--- config.mk ---
export PLATFORM = sky130hd
export DESIGN_NAME = rtss_ram
export DESIGN_NICKNAME = d
export VERILOG_FILES = /design/src/record_table_score_statistics_defines.svh /design/src/rtss_ram.sv
export SDC_FILE = /design/constraint.sdc
export NUM_CORES = 1
export LEC_CHECK = 0
export ABC_AREA = 1
export BUFFER_PORTS_ARGS = -buffer_cell sky130_fd_sc_hd__clkbuf_2
export CAP_MARGIN = 15
export CORE_UTILIZATION = 48
export DETAILED_ROUTE_END_ITERATION = 8
export GPL_ROUTABILITY_DRIVEN = 0
export PLACE_DENSITY = 0.76
export SYNTH_ARGS = -nofsm -noshare
export SYNTH_HDL_FRONTEND = slang
export SYNTH_SLANG_ARGS = --single-unit
--- constraint.sdc ---
create_clock -name i_clk -period 1.2 [get_ports i_clk]
set_clock_uncertainty 0.2 [all_clocks]
set_input_delay 0.06 -clock i_clk [delete_from_list [all_inputs] [get_ports i_clk]]
set_output_delay 0.06 -clock i_clk [all_outputs]
set_load 0.02 [all_outputs]
--- src/record_table_score_statistics_defines.svh ---
// Assertion macros shared by the record table RTL.
// No dependencies; included by files that carry concurrent checks.
`ifndef RECORD_TABLE_SCORE_STATISTICS_DEFINES_SVH
`define RECORD_TABLE_SCORE_STATISTICS_DEFINES_SVH

// Same-cycle implication, disabled while reset is low.
`define RTSS_ASSERT_IMPL(lbl, clk, rst_n, ante, cons) \
    lbl: assert property (@(posedge clk) disable iff (!(rst_n)) (ante) |-> (cons)) \
        else $error("assertion failed");

// Next-cycle implication, disabled while reset is low.
`define RTSS_ASSERT_NEXT(lbl, clk, rst_n, ante, cons) \
    lbl: assert property (@(posedge clk) disable iff (!(rst_n)) (ante) |=> (cons)) \
        else $error("assertion failed");

`endif

--- src/rtss_ram.sv ---
// Generic simple dual-port RAM: one write port, one registered read port.
// No dependencies.
module rtss_ram #(
    parameter int WIDTH = 8,
    parameter int DEPTH = 16
) (
    input  logic                                   i_clk,
    input  logic                                   i_we,
    input  logic [((DEPTH > 1) ? $clog2(DEPTH) : 1)-1:0] i_waddr,
    input  logic [WIDTH-1:0]                       i_wdata,
    input  logic [((DEPTH > 1) ? $clog2(DEPTH) : 1)-1:0] i_raddr,
    output logic [WIDTH-1:0]                       o_rdata
);

    logic [WIDTH-1:0] r_mem [DEPTH];
    logic [WIDTH-1:0] r_rdata;

    always_ff @(posedge i_clk) begin
        if (i_we) begin
            r_mem[i_waddr] <= i_wdata;
        end
        r_rdata <= r_mem[i_raddr];
    end

    assign o_rdata = r_rdata;

endmodule

# After elaboration in Yosys (flattened, before gate mapping)
# Memories as Yosys holds them, arrays and structs flattened. A register that Yosys moved wholly into a read port is not among the register bits.
# Cells that the tools add are included.
# Widths: inputs -> output; s select.
# totals
ff_bits	0
output_inout_bits	8
n_memories	1
wordCells	3
mem_bits_rw	128
in_bits	18
# op_classes
muxes	2
# memory_table
name	words	width	rd	rd_clocked_by_memory_dff	write_ports	line	text
r_mem	16	8	1	1	1	rtss_ram.sv:15	logic [WIDTH-1:0] r_mem [DEPTH];
# op_table
operator	count
$mux 1	2

# Depth between registers and ports, before layout
# logic_depth
ltp_word	2
depth_mapped	8
mapped_depth_nobuf	7

# Worst setup path after synthesis
# Ideal clock, no wire load.
# synth_path
path_kind	input-to-reg
start	input port i_waddr[3] in the netlist's numbering
end	memory r_mem[4][0] (enable)
required_ns	0.630
arrival_ns	0.641
slack_ns	-0.011
stages	2
n_path_buf	0
setup_time_ns	0.370
cell_sequence	nand3b_1 nor2_1
# synth_lines
item	line	text
from (decl)	rtss_ram.sv:9	input logic [((DEPTH > 1) ? $clog2(DEPTH) : 1)-1:0] i_waddr,
to (decl)	rtss_ram.sv:15	
# Straight into the memory's write port.

==> run_results.csv <==
group,metric,value,unit
global_route,track_usage,22.6,%
drt,drt_first_pass_iters,5,
sta,finalCriticalPeriod,1.20,ns
setup_path,worstPathMaxFanout,12,
floorplan,core-area,11600,um2
pwr,report.power.total,11.5,mW
clocking,numCtsBuffers,17,
setup_path,crit_path_end_kind,"flip-flop",
layout,fill_cells,863,
synth,synthDistinctLibCells,12,
setup_path,worstPathCellList,"dlygate4sd3_1 > clkbuf_2 > buf_6 > nand3_1 > nand3_2 > nand2_1",
drt,post-route-drc-count,0,
floorplan,die_h,112,um
clocking,clock_path_buffers,2,
clocking,cts_root_buf,"clkbuf_16",
drt,post_drt_wl_per_cell,17.4,um
synth,synth_compound_area_share,0,%
drt,ant_nets,0,
floorplan,start_util,49.9,%
layout,final_cell_mix,"nand2_1 (170), edfxtp_1 (128), inv_1 (96)",
synth,synthSimpleGateAreaFrac,21.0,%
synth,netlist_top_cells_area,"edfxtp_1 (67%), nand2_1 (11%), nand3_1 (8.4%)",
global_route,grt_pass1_vias,4022,
setup_path,crit_path_start_kind,"primary input",
synth,synth_xor_area_share,0,%
synth,syn_area,5770,um2
setup_path,critPathRequiredTime,1.31,ns
placed_design,dp_hpwl,7.87,mm
floorplan,die_x,112,um
synth,ys_ff_latch,136,
sta,worstMarginPinSlew,0.419,ns
sta,fin_ws,-0.00231,ns
synth,syn_area_per_cell,10.5,um2
synth,synth_top_area_share,66.7,%
synth,synth_top_family_by_area,"simple AND/OR/NAND/NOR gates",
clocking,h-tree-depth,4,
global_route,gr-total-overflow,0,
drt,wl_met2,6.72,mm
setup_path,slowest_delay,0.55,ns
layout,drive_above_1_share,17.8,%
clocking,insertion_delay,0.41,ns
drt,wirelength,13.3,mm
floorplan,row_count,39,
drt,vias,4023,
sta,rsz0062_at_grt,"true",
setup_path,worstPathArrival,1.31,ns
placed_design,io_buffers,25,
layout,regArea,4000,um2
drt,routed_via_density,5.25,
sta,max_slew_margin,72.1,%
synth,yosys.area.top_type,"edfxtp_1",
layout,syn_to_final_growth,22.6,%
layout,multiInputGateArea,1340,um2
setup_path,crit_type,"in2reg",
drt,drtIter0Drc,357,
layout,n_antenna_cell,0,
status,status,"complete, but fails checks",
sta,tns,-0.00247,ns
clocking,cts_tree,"built",
drt,wl_met1,5.33,mm
run,drv_cap,0,
synth,synth_mux_area_share,0,%
synth,synth_nets,569,
sta,finalHoldViolCount,0,
drt,top_layer,"met4",
layout,final_common_cell,"nand2_1",
hold_path,hold_path.class,"in2reg",
global_route,grt_first_pass_wirelength,20.7,mm
synth,synthAdderAreaFrac,0,%
layout,finalNetCount,628,
setup_path,r2r_setup_slack,-0.002,ns
drt,dr_wl_met3,914,um
clocking,cts_setup_buffers,0,
synth,ys_seq_area_share,69.4,%
setup_path,cp.buffers_inverters,3,
sta,setup-violations-final,2,
clocking,clk_pin_slew,0.05,ns
pwr,p_leak,3.08,nW
global_route,grt_max_degree,33,
sta,fmax,832,MHz
pwr,powerDensity,1630,nW/um2
synth,ys_warn_count,0,
floorplan,die_area,12500,um2
setup_path,path_delay_family,"buffers and inverters",
setup_path,critPathSlowestCell,"dlygate4sd3_1",
synth,syn_inst,551,
sta,timing.final.crit_share,100,%
pwr,ir_drop,1310,uV
global_route,grt_antenna_before_repair,0,
floorplan,ios,26,
status,violations,"negative setup slack",
sta,drv_slew,0,
clocking,cts_sinks,136,
flip-flops by register name, indices dropped and copies added, names as in the netlist:
register,count
r_mem,128
o_rdata,8
final timing paths:
kind           endpoint  depth (start not counted)    startpoint
max          o_rdata[7]                          6    i_raddr[2]
max reg2reg  o_rdata[1]                          6   r_mem[4][1]
min          o_rdata[4]                          6    i_raddr[1]
min reg2reg  o_rdata[4]                          6  r_mem[14][4]
Yosys cell counts:
cell and number:
inv_2 2, buf_1 1, inv_1 100, buf_4 4, edfxtp_1 128, nand2_1 173, nand3_1 97, nand3b_1 2
buf_2 13, buf_6 6, nor2_1 17, dfxtp_1 8
kinds of logic after synthesis:
| group | after synthesis |
|---|---|
| buf+inv | 126 |
| flops | 136 |
| simple gates | 289 |
power by group:
part           switching (mW)  total, mW  leakage (nW)  internal (mW)
clock network            1.84       5.35         0.298           3.51
registers              0.0323       5.35          1.22           5.31
logic                   0.538      0.816          1.56          0.278
total                    2.41       11.5          3.08           9.10
worst register-to-register path, stage by stage, from the launching register on:
cell and delay (ns):
edfxtp_1 0.38, inv_2 0.07, nand2_2 0.06, nand3_2 0.10, nand3_4 0.11, nand3_4 0.11
nand2_2 0.06
cell type report:
type                            instances  area share (%)
Tap cell                              143            2.53
Inverter                              102            5.50
Multi-Input combinational cell        289            18.9
Sequential cell                       136            56.6
Clock buffer                           22            6.42
Clock inverter                         10            2.16
Timing Repair Buffer                   64            7.84
layer usage:
metal  vias up  track usage [%]
met5         -                0
met3        28             4.46
met4         0             10.3
li1       1893                -
met1      1915             29.2
met2       187             37.2
repair_timing:
action / CTS / global route
endpoints found under the hold margin: 136 / 0
gates cloned: 0 / 1
hold buffers: 10 / 0
setup endpoints to repair: 6 / 8
resized for setup: 8 / 24
pin swaps: 1 / 13
through the flow:
stage,worst slack [ns],area (um2),cells,hold slack (ns),utilization (%)
floorplan,-0.0108,5770,551,-0.0411,-
global placement,-0.117,6200,723,0.277,53.6
detailed placement,-0.163,6200,723,0.274,53.6
CTS,0.00395,6950,765,0.0587,60.1
global route,-0.0348,7070,766,0.0909,61.1
finish,-0.00231,7070,766,0.0753,61.1
No activity file was read; power rests on OpenSTA's default activity.
