### src/record_table_score_statistics_defines.svh
// Assertion macros shared by the record table RTL.
// No dependencies; included by files that carry concurrent checks.
`ifndef RECORD_TABLE_SCORE_STATISTICS_DEFINES_SVH
`define RECORD_TABLE_SCORE_STATISTICS_DEFINES_SVH

// Same-cycle implication, disabled while reset is low.
`define RTSS_ASSERT_IMPL(lbl, clk, rst_n, ante, cons) \
    lbl: assert property (@(posedge clk) disable iff (!(rst_n)) (ante) |-> (cons)) \
        else $error("assertion failed");

// Next-cycle implication, disabled while reset is low.
`define RTSS_ASSERT_NEXT(lbl, clk, rst_n, ante, cons) \
    lbl: assert property (@(posedge clk) disable iff (!(rst_n)) (ante) |=> (cons)) \
        else $error("assertion failed");

`endif

### src/rtss_div.sv
// Restoring divider, one quotient bit per cycle.
// No dependencies.
module rtss_div #(
    parameter int W = 32
) (
    input  logic         i_clk,
    input  logic         i_rst_n,
    input  logic         i_start,
    input  logic [W-1:0] i_dividend,
    input  logic [W-1:0] i_divisor,
    output logic         o_done,
    output logic [W-1:0] o_quotient
);

    localparam int CNTW = $clog2(W + 1);

    logic            r_busy;
    logic            r_done;
    logic [CNTW-1:0] r_cnt;
    logic [W-1:0]    r_rem;
    logic [W-1:0]    r_quo;
    logic [W-1:0]    r_div;
    logic [W:0]      trial;
    logic [W:0]      diff;
    logic            ge;

    assign trial = {r_rem, r_quo[W-1]};
    assign diff  = trial - {1'b0, r_div};
    assign ge    = (trial >= {1'b0, r_div});

    always_ff @(posedge i_clk) begin
        if (!i_rst_n) begin
            r_busy <= 1'b0;
            r_done <= 1'b0;
        end else begin
            r_done <= 1'b0;
            if (i_start) begin
                r_busy <= 1'b1;
                r_cnt  <= CNTW'(W);
                r_rem  <= '0;
                r_quo  <= i_dividend;
                r_div  <= i_divisor;
            end else if (r_busy) begin
                r_rem <= ge ? diff[W-1:0] : trial[W-1:0];
                r_quo <= {r_quo[W-2:0], ge};
                r_cnt <= r_cnt - 1'b1;
                if (r_cnt == CNTW'(1)) begin
                    r_busy <= 1'b0;
                    r_done <= 1'b1;
                end
            end
        end
    end

    assign o_done     = r_done;
    assign o_quotient = r_quo;

endmodule

### config.mk
export PLATFORM = sky130hd
export DESIGN_NAME = rtss_div
export DESIGN_NICKNAME = d
export VERILOG_FILES = /design/src/record_table_score_statistics_defines.svh /design/src/rtss_div.sv
export SDC_FILE = /design/constraint.sdc
export NUM_CORES = 1
export LEC_CHECK = 0
export ABC_AREA = 0
export BUFFER_PORTS_ARGS = -buffer_cell sky130_fd_sc_hd__clkbuf_2
export CELL_PAD_IN_SITES_DETAIL_PLACEMENT = 1
export CELL_PAD_IN_SITES_GLOBAL_PLACEMENT = 2
export CORE_MARGIN = 5
export CORE_UTILIZATION = 33
export DETAILED_ROUTE_END_ITERATION = 12
export PLACE_DENSITY = 0.78
export SETUP_SLACK_MARGIN = 0.02
export SYNTH_ARGS = -nofsm -noshare
export SYNTH_HDL_FRONTEND = slang
export SYNTH_SLANG_ARGS = --single-unit
### constraint.sdc
create_clock -name i_clk -period 4.05 [get_ports i_clk]
set_input_delay 0 -clock i_clk [delete_from_list [all_inputs] [get_ports i_clk]]
set_output_delay 0 -clock i_clk [all_outputs]
set_load 0.02 [all_outputs]
Word-level counts from Yosys, hierarchy flattened --
Index checks and enable logic that the tools add are counted.
Operators by class: order comparisons 1, add/sub/neg operators 2, bitwise logic cells 2, equality and inequality tests 1, reductions and logical operators 4, mux-type cells 9
Operators with widths (count):
- $mux 32 | 4
- $ge 33x32->1 | 1
- $sub 32x32->32 | 1
- $eq 6x1->1 const B | 1
- $mux 6 | 1
- $sub 6x1->6 const B | 1
- $mux 1 | 4
- $reduce_and 2->1 | 2
- $reduce_or 3->1 | 1
- $not 1->1 | 2
- $reduce_bool 2->1 | 1
Word-level totals: input port bits 67, logic and storage cells 25, bits in registers 104

Depth between registers and ports, before layout --
Gate-level depths: netlist of the first run.
word-level depth 4, depth in mapped cells 13, gate-level depth less buffers 12

Worst setup path after synthesis of the first run --
Ideal clock, no wire load.
path type flip-flop to flip-flop, start point reg r_rem[17], end point reg r_rem[24], data pin, arrival time 2.512 ns, clock period less this slack 2.778 ns, setup slack 1.272 ns, stages on the path, launching flop included 12, setup time 0.266 ns, buffers on the path 2, cells stage by stage edfxtp_1 ha_1 buf_2 a21o_1 a221oi_2 o21ai_1 a31o_1 a31o_4 a211oi_4 buf_6 mux2i_1 nor2_1
Between the ends: cells in the longest elaborated chain, start to end 3, elaborated cells on any way between the ends 4, those cells by class add/sub (1); order compare (1); mux (2)
RTL lines:
- from (decl) | line rtss_div.sv:20 | logic [W-1:0] r_rem;
- from (signal assigned) | line rtss_div.sv:44 | r_rem <= ge ? diff[W-1:0] : trial[W-1:0];
- $sub 32x32->32 / $ge 33x32->1 (equally long branches) | line rtss_div.sv:28, rtss_div.sv:29
- $mux 32 * | line rtss_div.sv:44
- $mux 32 * | line rtss_div.sv:43 | end else if (r_busy) begin
Every way passes the cells marked *; elsewhere a longest branch is shown, timed or not. The select of a mux whose other input is x is not followed. A chain may end at the register's enable or synchronous reset.

Final worst setup path of the first run --
start point reg r_rem[15], end point reg r_rem[14], data pin
Between the ends: cells in the longest elaborated chain, start to end 3
RTL lines:
- $ge 33x32->1 | line rtss_div.sv:29 | assign ge = (trial >= {1'b0, r_div});
- $mux 32 | line rtss_div.sv:44
- $mux 32 | line rtss_div.sv:43
No other way between the ends. The select of a mux whose other input is x is not followed.

==> results of run 1 <==
final timing paths:
path          endpoint  cells past startpoint
min reg2reg     o_done                      2
max          r_rem[14]                     10
min          r_div[26]                      2
max reg2reg  r_rem[14]                     10
routing by layer:
metal / share of wire / wire length, µm / global-route usage / vias to the layer above
li1: - / - / - / 2370
met1: 0.43 / 7230 / 0.191 / 2342
met2: 0.49 / 8250 / 0.280 / 116
met3: 0.061 / 1020 / 0.0471 / 17
met4: 0.014 / 235 / 0.0428 / 0
met5: 0 / 0 / 0 / -
cells in the mapped netlist, drive strengths merged (6+ instances only):
cell,instances
edfxtp,102
nor2,76
a21oi,46
inv,39
ha,34
mux2,31
nand2,31
o21ai,20
xnor2,14
a21o,13
nor3,12
xor2,12
clkbuf,11
mux2i,11
buf,9
nand4,9
o21a,7
o21bai,7
and3,6
layout make-up:
class,instances,area [µm²],share of cell area
Clock buffer,9,225,0.0289
Clock inverter,7,92.6,0.0119
Multi-Input combinational cell,396,2760,0.355
Sequential cell,104,3100,0.398
Timing Repair Buffer,168,1180,0.151
Inverter,39,146,0.0188
Tap cell,229,287,0.0368
worst max-delay path, cell delays in order, from the launching register on:
cell and delay (ps):
edfxtp_1 410, ha_1 480, a21oi_1 300, o21ai_0 210
a31o_1 270, a31o_4 230, a211oi_4 210, buf_4 390
nor2_1 140, a21oi_1 140, nor2_1 50
power breakdown:
group          internal (mW)  switching [mW]  total (mW)
sequential              1.30          0.0462        1.34
combinational          0.376           0.507       0.882
clock                  0.502           0.468       0.970
registers in the layout, summed over array words and instances (netlist names):
name	cells
o_done	1
r_rem	32
o_quotient	32
r_cnt	6
r_busy	1
r_div	32
metrics by stage:
| stage | total power, mW | util |
|---|---|---|
| 6_report | 3.20 | 0.431 |
| 5_1_grt | 3.37 | 0.431 |
| 4_1_cts | 3.24 | 0.431 |
| 3_5_place_dp | 2.21 | 0.377 |
| 3_3_place_gp | 2.18 | 0.377 |
| 2_1_floorplan | 1.98 | - |
what timing repair did:
item | 4_1_cts | 5_1_grt
hold buffers | 65 | 0
setup buffers | 0 | 0
hold endpoints to repair | 65 | 0
logic make-up (layout without fill, tap and decap cells):
family / count (synthesis) / in the layout
flops: 104 / 104
fa+ha+maj: 35 / 35
simple gates: 165 / 165
mux: 42 / 42
xor+xnor: 26 / 26
buf+inv: 59 / 223
compound gates: 128 / 128
==> flow_metrics.env, run 1 <==
export IMPL_synth_compound_area_frac=0.140
export IMPL_syn_inst=559
export IMPL_clock_sinks=104
export IMPL_end_kind="flip-flop"
export IMPL_grt_max_degree=75
export IMPL_coreArea_um2=18100
export IMPL_placementRows=49
export IMPL_fin_crit_sh=0.772
export IMPL_synth_area_um2=6120
export IMPL_final_common_cell="edfxtp_1"
export IMPL_cts_resized=0
export IMPL_ys_ff_latch=104
export IMPL_antenna_left=0
export IMPL_overflow=0
export IMPL_layout_common_cells="edfxtp_1 (102), clkbuf_2 (99), nor2_1 (76), dlygate4sd3_1 (65), a21oi_1 (45)"
export IMPL_synth_seq_area_share=0.507
export IMPL_drive_above_1_share=0.220
export IMPL_fp_dieArea_um2=21400
export IMPL_hold_ws_ps=340
export IMPL_fin_setup_tns_ps=0
export IMPL_synth_xor_area_frac=0.0372
export IMPL_synth_cell_type_count=58
export IMPL_die_x_um=146
export IMPL_numCtsBuffers=9
export IMPL_post_dp_hpwl_mm=11.9
export IMPL_instances_no_fill=952
export IMPL_vias_per_cell=5.09
export IMPL_place_congestion=0.822
export IMPL_synth_top_family_by_area="compound AO/OA/AOI/OAI gates"
export IMPL_synth_top_area_frac=0.501
export IMPL_synthToLayoutAreaGrowth_pct=27.4
export IMPL_postPlaceCellArea_um2=6820
export IMPL_insertion_delay_ps=370
export IMPL_antenna_found_initial=0
export IMPL_finalSetupViolCount=0
export IMPL_leakagePower_nw=3.23
export IMPL_period_needed_ps=3130
export IMPL_track_usage=0.159
export IMPL_yosys_area_share_simple=0.126
export IMPL_cts_tree="built"
export IMPL_crit_type="reg2reg"
export IMPL_fin_nets=820
export IMPL_worstHoldStart="i_divisor[26]"
export IMPL_remaining_drc_errors=0
export IMPL_cp_arrival_ps=3210
export IMPL_post_route_cell_area_um2=7790
export IMPL_vias=4845
export IMPL_portBuffers=99
export IMPL_worst_ir_drop_vdd_uv=232
export IMPL_ctsLongestPathBuffers=2
export IMPL_required_ps=4130
export IMPL_maxSlewHeadroom=0.409
export IMPL_drt_iter0_drc=189
export IMPL_avgSynthCellArea_um2=10.9
export IMPL_syn_num_nets=661
export IMPL_layout_setup_ws_ps=922
export IMPL_slew_violations=0
export IMPL_start_util=0.338
export IMPL_hold_violations=0
export IMPL_ys_top_cells_by_area="edfxtp_1 (50%), ha_1 (7.0%), mux2_2 (5.7%)"
export IMPL_fillers=1963
export IMPL_clk_pin_slew_ps=80
export IMPL_rsz0062_at_grt="false"
export IMPL_fmax_ghz=0.320
export IMPL_first_global_vias=5398
export IMPL_routedWlPerCell_um=17.6
export IMPL_synth_warnings=0
export IMPL_status="complete, no violations"
export IMPL_worst_pin_slew_ps=887
export IMPL_dp_slack_ps=943
export IMPL_h_tree_depth=3
export IMPL_die_y_um=146
export IMPL_async_flop_share=0
export IMPL_hold_path_class="in2reg"
export IMPL_firstDrtPassIters=4
export IMPL_yosys_area_top_type="edfxtp_1"
export IMPL_synth_fa_ha_area_frac=0.0728
export IMPL_io_pins=100
export IMPL_root_buffer="clkbuf_16"
export IMPL_synth_edf_count=102
export IMPL_rr_startpoint="r_rem[15]"
export IMPL_rrSetupSlack_ps=920
export IMPL_diodes=0
export IMPL_synth_mux_area_frac=0.0751
export IMPL_cp_startpoint="r_rem[15]"
export IMPL_powerDensity_nw_per_um2=410
export IMPL_fin_skew_ps=14.5
export IMPL_grt_pass1_wl_mm=27.6
export IMPL_routed_wl_mm=16.7
export IMPL_ys_flop_type="edfxtp_1"
export IMPL_dp_cells=871
export IMPL_critPathMaxFanout=29
export IMPL_drv_cap=0
export IMPL_cp_start_kind="flip-flop"
No activity file was read; power rests on OpenSTA's default activity.
==> run 2: changes to the inputs <==
- clock period: 4.05 -> 3.2 ns (I/O delays scaled with it)
==> run 2 against run 1 <==
Via count rose by 0.29%. Final area up 0.53%. Sequential cell count unchanged. Clock skew decreased by 1.8 ps. Combinational power grew 30%. Critical path depth unchanged. Largest cell class unchanged.
==> flow_metrics.env, run 2 (same netlist as run 1, synthesis figures left out) <==
export IMPL_fillers=1999
export IMPL_fp_dieArea_um2=21400
export IMPL_cp_start_kind="flip-flop"
export IMPL_postPlaceCellArea_um2=6890
export IMPL_layout_common_cells="edfxtp_1 (102), clkbuf_2 (99), nor2_1 (76), dlygate4sd3_1 (66), a21oi_1 (45)"
export IMPL_powerDensity_nw_per_um2=504
export IMPL_cts_tree="built"
export IMPL_portBuffers=99
export IMPL_critPathMaxFanout=15
export IMPL_post_dp_hpwl_mm=11.8
export IMPL_end_kind="flip-flop"
export IMPL_remaining_drc_errors=0
export IMPL_clk_pin_slew_ps=80
export IMPL_antenna_left=0
export IMPL_fin_nets=828
export IMPL_clock_sinks=104
export IMPL_fin_crit_sh=0.961
export IMPL_die_x_um=146
export IMPL_hold_path_class="in2reg"
export IMPL_vias_per_cell=5.07
export IMPL_leakagePower_nw=3.26
export IMPL_drt_iter0_drc=175
export IMPL_diodes=0
export IMPL_cts_setup_buffers=0
export IMPL_die_y_um=146
export IMPL_finalSetupViolCount=0
export IMPL_status="complete, no violations"
export IMPL_synthToLayoutAreaGrowth_pct=28.0
export IMPL_ctsLongestPathBuffers=2
export IMPL_worst_ir_drop_vdd_uv=253
export IMPL_fmax_ghz=0.325
export IMPL_cp_arrival_ps=3280
export IMPL_max_stage_delay_ps=410
export IMPL_drv_cap=0
export IMPL_worst_pin_slew_ps=894
export IMPL_crit_type="reg2reg"
export IMPL_placementRows=49
export IMPL_maxSlewHeadroom=0.404
export IMPL_rsz0062_at_grt="true"
export IMPL_hold_violations=0
export IMPL_grt_pass1_wl_mm=27.8
export IMPL_overflow=0
export IMPL_antenna_found_initial=0
export IMPL_slew_violations=0
export IMPL_period_needed_ps=3070
export IMPL_track_usage=0.161
export IMPL_drive_above_1_share=0.227
export IMPL_firstDrtPassIters=4
export IMPL_fin_skew_ps=12.7
export IMPL_h_tree_depth=3
export IMPL_routedWlPerCell_um=17.6
export IMPL_final_common_cell="edfxtp_1"
export IMPL_crit_path_cell_trace="ha_1, nor2_1, a211o_1, a221o_1, a21oi_2, a31o_4, a211oi_4, buf_4, or3b_1, a21oi_1"
export IMPL_post_route_cell_area_um2=7830
export IMPL_root_buffer="clkbuf_16"
export IMPL_io_pins=100
export IMPL_insertion_delay_ps=360
export IMPL_first_global_vias=5397
export IMPL_required_ps=3400
export IMPL_start_util=0.338
export IMPL_coreArea_um2=18100
export IMPL_fin_util=0.433
export IMPL_place_congestion=0.803
export IMPL_crit_slowest_cell="edfxtp_1"
export IMPL_routed_wl_mm=16.9
export IMPL_grt_max_degree=72
export IMPL_numCtsBuffers=9
export IMPL_vias=4859
run 2: cell types whose count changed in the layout (fill, tap and decap cells not counted):
cell,previous run,this run
inv_6,1,5
o21ai_1,1,2
inv_8,4,1
dlygate4sd3_1,65,66
o21bai_2,0,1
o21ai_0,19,18
buf_4,4,10
o21bai_1,7,6
clkinv_4,1,0
bufinv_16,1,0
buf_12,0,1
run 2: stage by stage:
stage          total power [mW]  setup WS [ps]  std cells  hold slack, ps  setup TNS, ps
6_report                   3.95            125        959            34.8              0
5_1_grt                    4.19          -24.6        959            33.2          -51.9
4_1_cts                    3.99           84.3        959            22.7              0
3_5_place_dp               2.81            130        878             179              0
3_3_place_gp               2.78            178        878             179              0
2_1_floorplan              2.50            422        559            98.9              0
run 2: area by class of cell:
class | instances | area, µm² | share of cell area
multi-input cells | 396 | 2770 | 0.353
inverters | 39 | 146 | 0.0187
flip-flops and latches | 104 | 3100 | 0.396
clock inverters | 6 | 55.1 | 0.00703
clock buffers | 9 | 225 | 0.0287
well taps | 229 | 287 | 0.0366
repair buffers | 176 | 1250 | 0.160
run 2: final timing paths:
path	start	endpoint	slack, ps	cells past startpoint
min	i_start	o_quotient[31]	30	2
max	r_rem[1]	r_rem[27]	130	10
min reg2reg	o_quotient[28]	o_quotient[29]	590	1
max reg2reg	r_rem[1]	r_rem[27]	130	10
run 2: layer usage:
layer	global-route usage	vias up	share of wire
li1	-	2382	-
met4	0.0466	0	0.015
met2	0.281	108	0.49
met3	0.0477	14	0.054
met1	0.193	2355	0.44
met5	0	-	0
run 2: what timing repair did:
action                                  CTS  global route
hold buffers                             66             0
endpoints found under the setup margin    0             9
resized for setup                         0             2
endpoints found under the hold margin    65             0
run 2: where the power goes:
part           leakage (nW)  switching [mW]  internal (mW)  total, mW
clock network         0.140           0.555          0.545       1.10
logic                  2.13           0.651          0.496       1.15
registers             0.992          0.0582           1.64       1.70
total                  3.26            1.26           2.68       3.95
run 2: critical path: cells and delay by family, from the launching register on:
| family | cells | cell delay, ps |
|---|---|---|
| AOI/OAI and AO/OA | 6 | 1420 |
| adders and majority gates | 1 | 400 |
| buffers and inverters | 1 | 220 |
| DFF | 1 | 410 |
| and+or+nand+nor | 2 | 460 |
==> run 3: changes to the inputs <==
- BUFFER_PORTS_ARGS: -buffer_cell sky130_fd_sc_hd__clkbuf_2 -> -buffer_cell sky130_fd_sc_hd__buf_2
==> run 3 against run 2 <==
Sequential power about the same. Via count up 0.16%. Hold slack improved by 9.1 ps. First-iteration DRC count grew 0.57%. Wire length shrank 3.9%. Combinational power about the same. Global-route usage decreased by 0.61 points. Count of clock-buffer cells in the layout is 1 higher. Core utilization barely moved. Maximum frequency shrank 0.40%. Die area is the same. Sequential share of layout area barely moved. Largest power group unchanged.
==> flow_metrics.env, run 3 (same netlist as run 1, synthesis figures left out) <==
export IMPL_status="complete, no violations"
export IMPL_placementRows=49
export IMPL_fmax_ghz=0.324
export IMPL_critPathMaxFanout=22
export IMPL_grt_pass1_wl_mm=27.2
export IMPL_powerDensity_nw_per_um2=508
export IMPL_coreArea_um2=18100
export IMPL_insertion_delay_ps=370
export IMPL_r2r_end="r_rem[9]"
export IMPL_finalSetupViolCount=0
export IMPL_min_to="o_quotient[0]"
export IMPL_synthToLayoutAreaGrowth_pct=28.0
export IMPL_hold_depth=3
export IMPL_rrSetupSlack_ps=110
export IMPL_place_congestion=0.802
export IMPL_remaining_drc_errors=0
export IMPL_fin_setup_tns_ps=0
export IMPL_clock_sinks=104
export IMPL_root_buffer="clkbuf_16"
export IMPL_crit_type="reg2reg"
export IMPL_fin_nets=827
export IMPL_cp_arrival_ps=3300
export IMPL_fin_skew_ps=13.7
export IMPL_ff2ff_path_depth=10
export IMPL_post_dp_hpwl_mm=11.4
export IMPL_final_common_cell="edfxtp_1"
export IMPL_slew_violations=0
export IMPL_die_y_um=146
export IMPL_numCtsBuffers=9
export IMPL_layout_common_cells="edfxtp_1 (102), buf_2 (99), nor2_1 (76), dlygate4sd3_1 (64), a21oi_1 (45)"
export IMPL_max_stage_delay_ps=400
export IMPL_crit_slowest_cell="edfxtp_1"
export IMPL_dp_cells=879
export IMPL_leakagePower_nw=3.24
export IMPL_instances_no_fill=959
export IMPL_vias_per_cell=5.08
export IMPL_drt_iter0_drc=176
export IMPL_start_util=0.338
export IMPL_antenna_found_initial=0
export IMPL_p_total_mw=3.98
export IMPL_worst_ir_drop_vdd_uv=294
export IMPL_drive_above_1_share=0.229
export IMPL_routedWlPerCell_um=16.9
export IMPL_rr_startpoint="r_rem[1]"
export IMPL_clk_pin_slew_ps=80
export IMPL_portBuffers=99
export IMPL_ctsLongestPathBuffers=2
export IMPL_h_tree_depth=3
export IMPL_fin_crit_sh=0.965
export IMPL_track_usage=0.155
export IMPL_crit_path_cell_trace="ha_1, nor2_1, a211o_1, a221o_1, a21oi_2, a31o_4, a211oi_4, buf_4, or3b_1, a21oi_1"
export IMPL_end_kind="flip-flop"
export IMPL_cts_resized=0
export IMPL_period_needed_ps=3090
export IMPL_firstDrtPassIters=4
export IMPL_maxSlewHeadroom=0.450
export IMPL_worst_pin_slew_ps=826
export IMPL_first_global_vias=5327
export IMPL_vias=4867
export IMPL_antenna_left=0
export IMPL_drv_cap=0
export IMPL_routed_wl_mm=16.2
export IMPL_hold_path_class="in2reg"
export IMPL_fp_dieArea_um2=21400
export IMPL_hold_ws_ps=43.9
export IMPL_io_pins=100
export IMPL_overflow=0
export IMPL_required_ps=3420
export IMPL_rsz0062_at_grt="true"
export IMPL_worstHoldStart="i_dividend[0]"
export IMPL_hold_violations=0
export IMPL_diodes=0
export IMPL_die_x_um=146
export IMPL_cp_start_kind="flip-flop"
export IMPL_grt_max_degree=38
export IMPL_cts_tree="built"
## run 3: cell types whose count changed in the layout (fill, tap and decap cells not counted), moves of 2 or more
cell / previous run / this run
clkbuf_2: 99 / 0
dlygate4sd3_1: 66 / 64
inv_6: 5 / 2
inv_8: 1 / 3
buf_2: 0 / 99
buf_4: 10 / 12
## run 3: repair_timing
item | CTS | global route
buffers inserted | 0 | 0
endpoints found under the hold margin | 64 | 0
hold buffers | 64 | 0
endpoints found under the setup margin | 0 | 5
## run 3: worst max path at each step
stage,from,to,slack [ps],cells after the start
after global placement,r_rem[3],r_rem[9],190,10
after global routing,r_rem[1],r_rem[9],-30,10
after detailed placement,r_rem[1],r_rem[9],130,10
after CTS,r_rem[1],r_rem[9],90,10
after floorplan,r_rem[17],r_rem[24],420,11
final,r_rem[1],r_rem[9],110,10
## run 3: critical path: cells and delay by family (launching register included)
family / cells / cell delay [ps]
AOI/OAI and AO/OA: 6 / 1440
and+or+nand+nor: 2 / 460
buffers and inverters: 1 / 230
DFF: 1 / 400
adders and majority gates: 1 / 400
## run 3: cell type report
class                      count  area, µm²
fill                        1964      10300
timing repair buffer         175       1230
clock inverter                 6       67.6
tap                          229        287
multi-input combinational    396       2760
sequential                   104       3100
clock buffer                  10        239
inverter                      39        146
## run 3: through the flow
stage | cell area [µm²] | utilization | setup slack, ps
after floorplan | 6120 | - | 422
after global placement | 6880 | 0.381 | 190
after detailed placement | 6880 | 0.381 | 125
after CTS | 7830 | 0.433 | 93.2
after global routing | 7830 | 0.433 | -27.1
final | 7830 | 0.433 | 113
## run 3: power by group
part	switching [mW]	total, mW	internal (mW)
combinational	0.640	1.13	0.491
sequential	0.0553	1.70	1.64
clock	0.576	1.16	0.580
total	1.27	3.98	2.71
## run 3: metal layers
layer / GRT usage / share of wire
met5: 0 / 0
met4: 0.0301 / 0.0076
met3: 0.0524 / 0.060
met2: 0.265 / 0.49
met1: 0.192 / 0.45
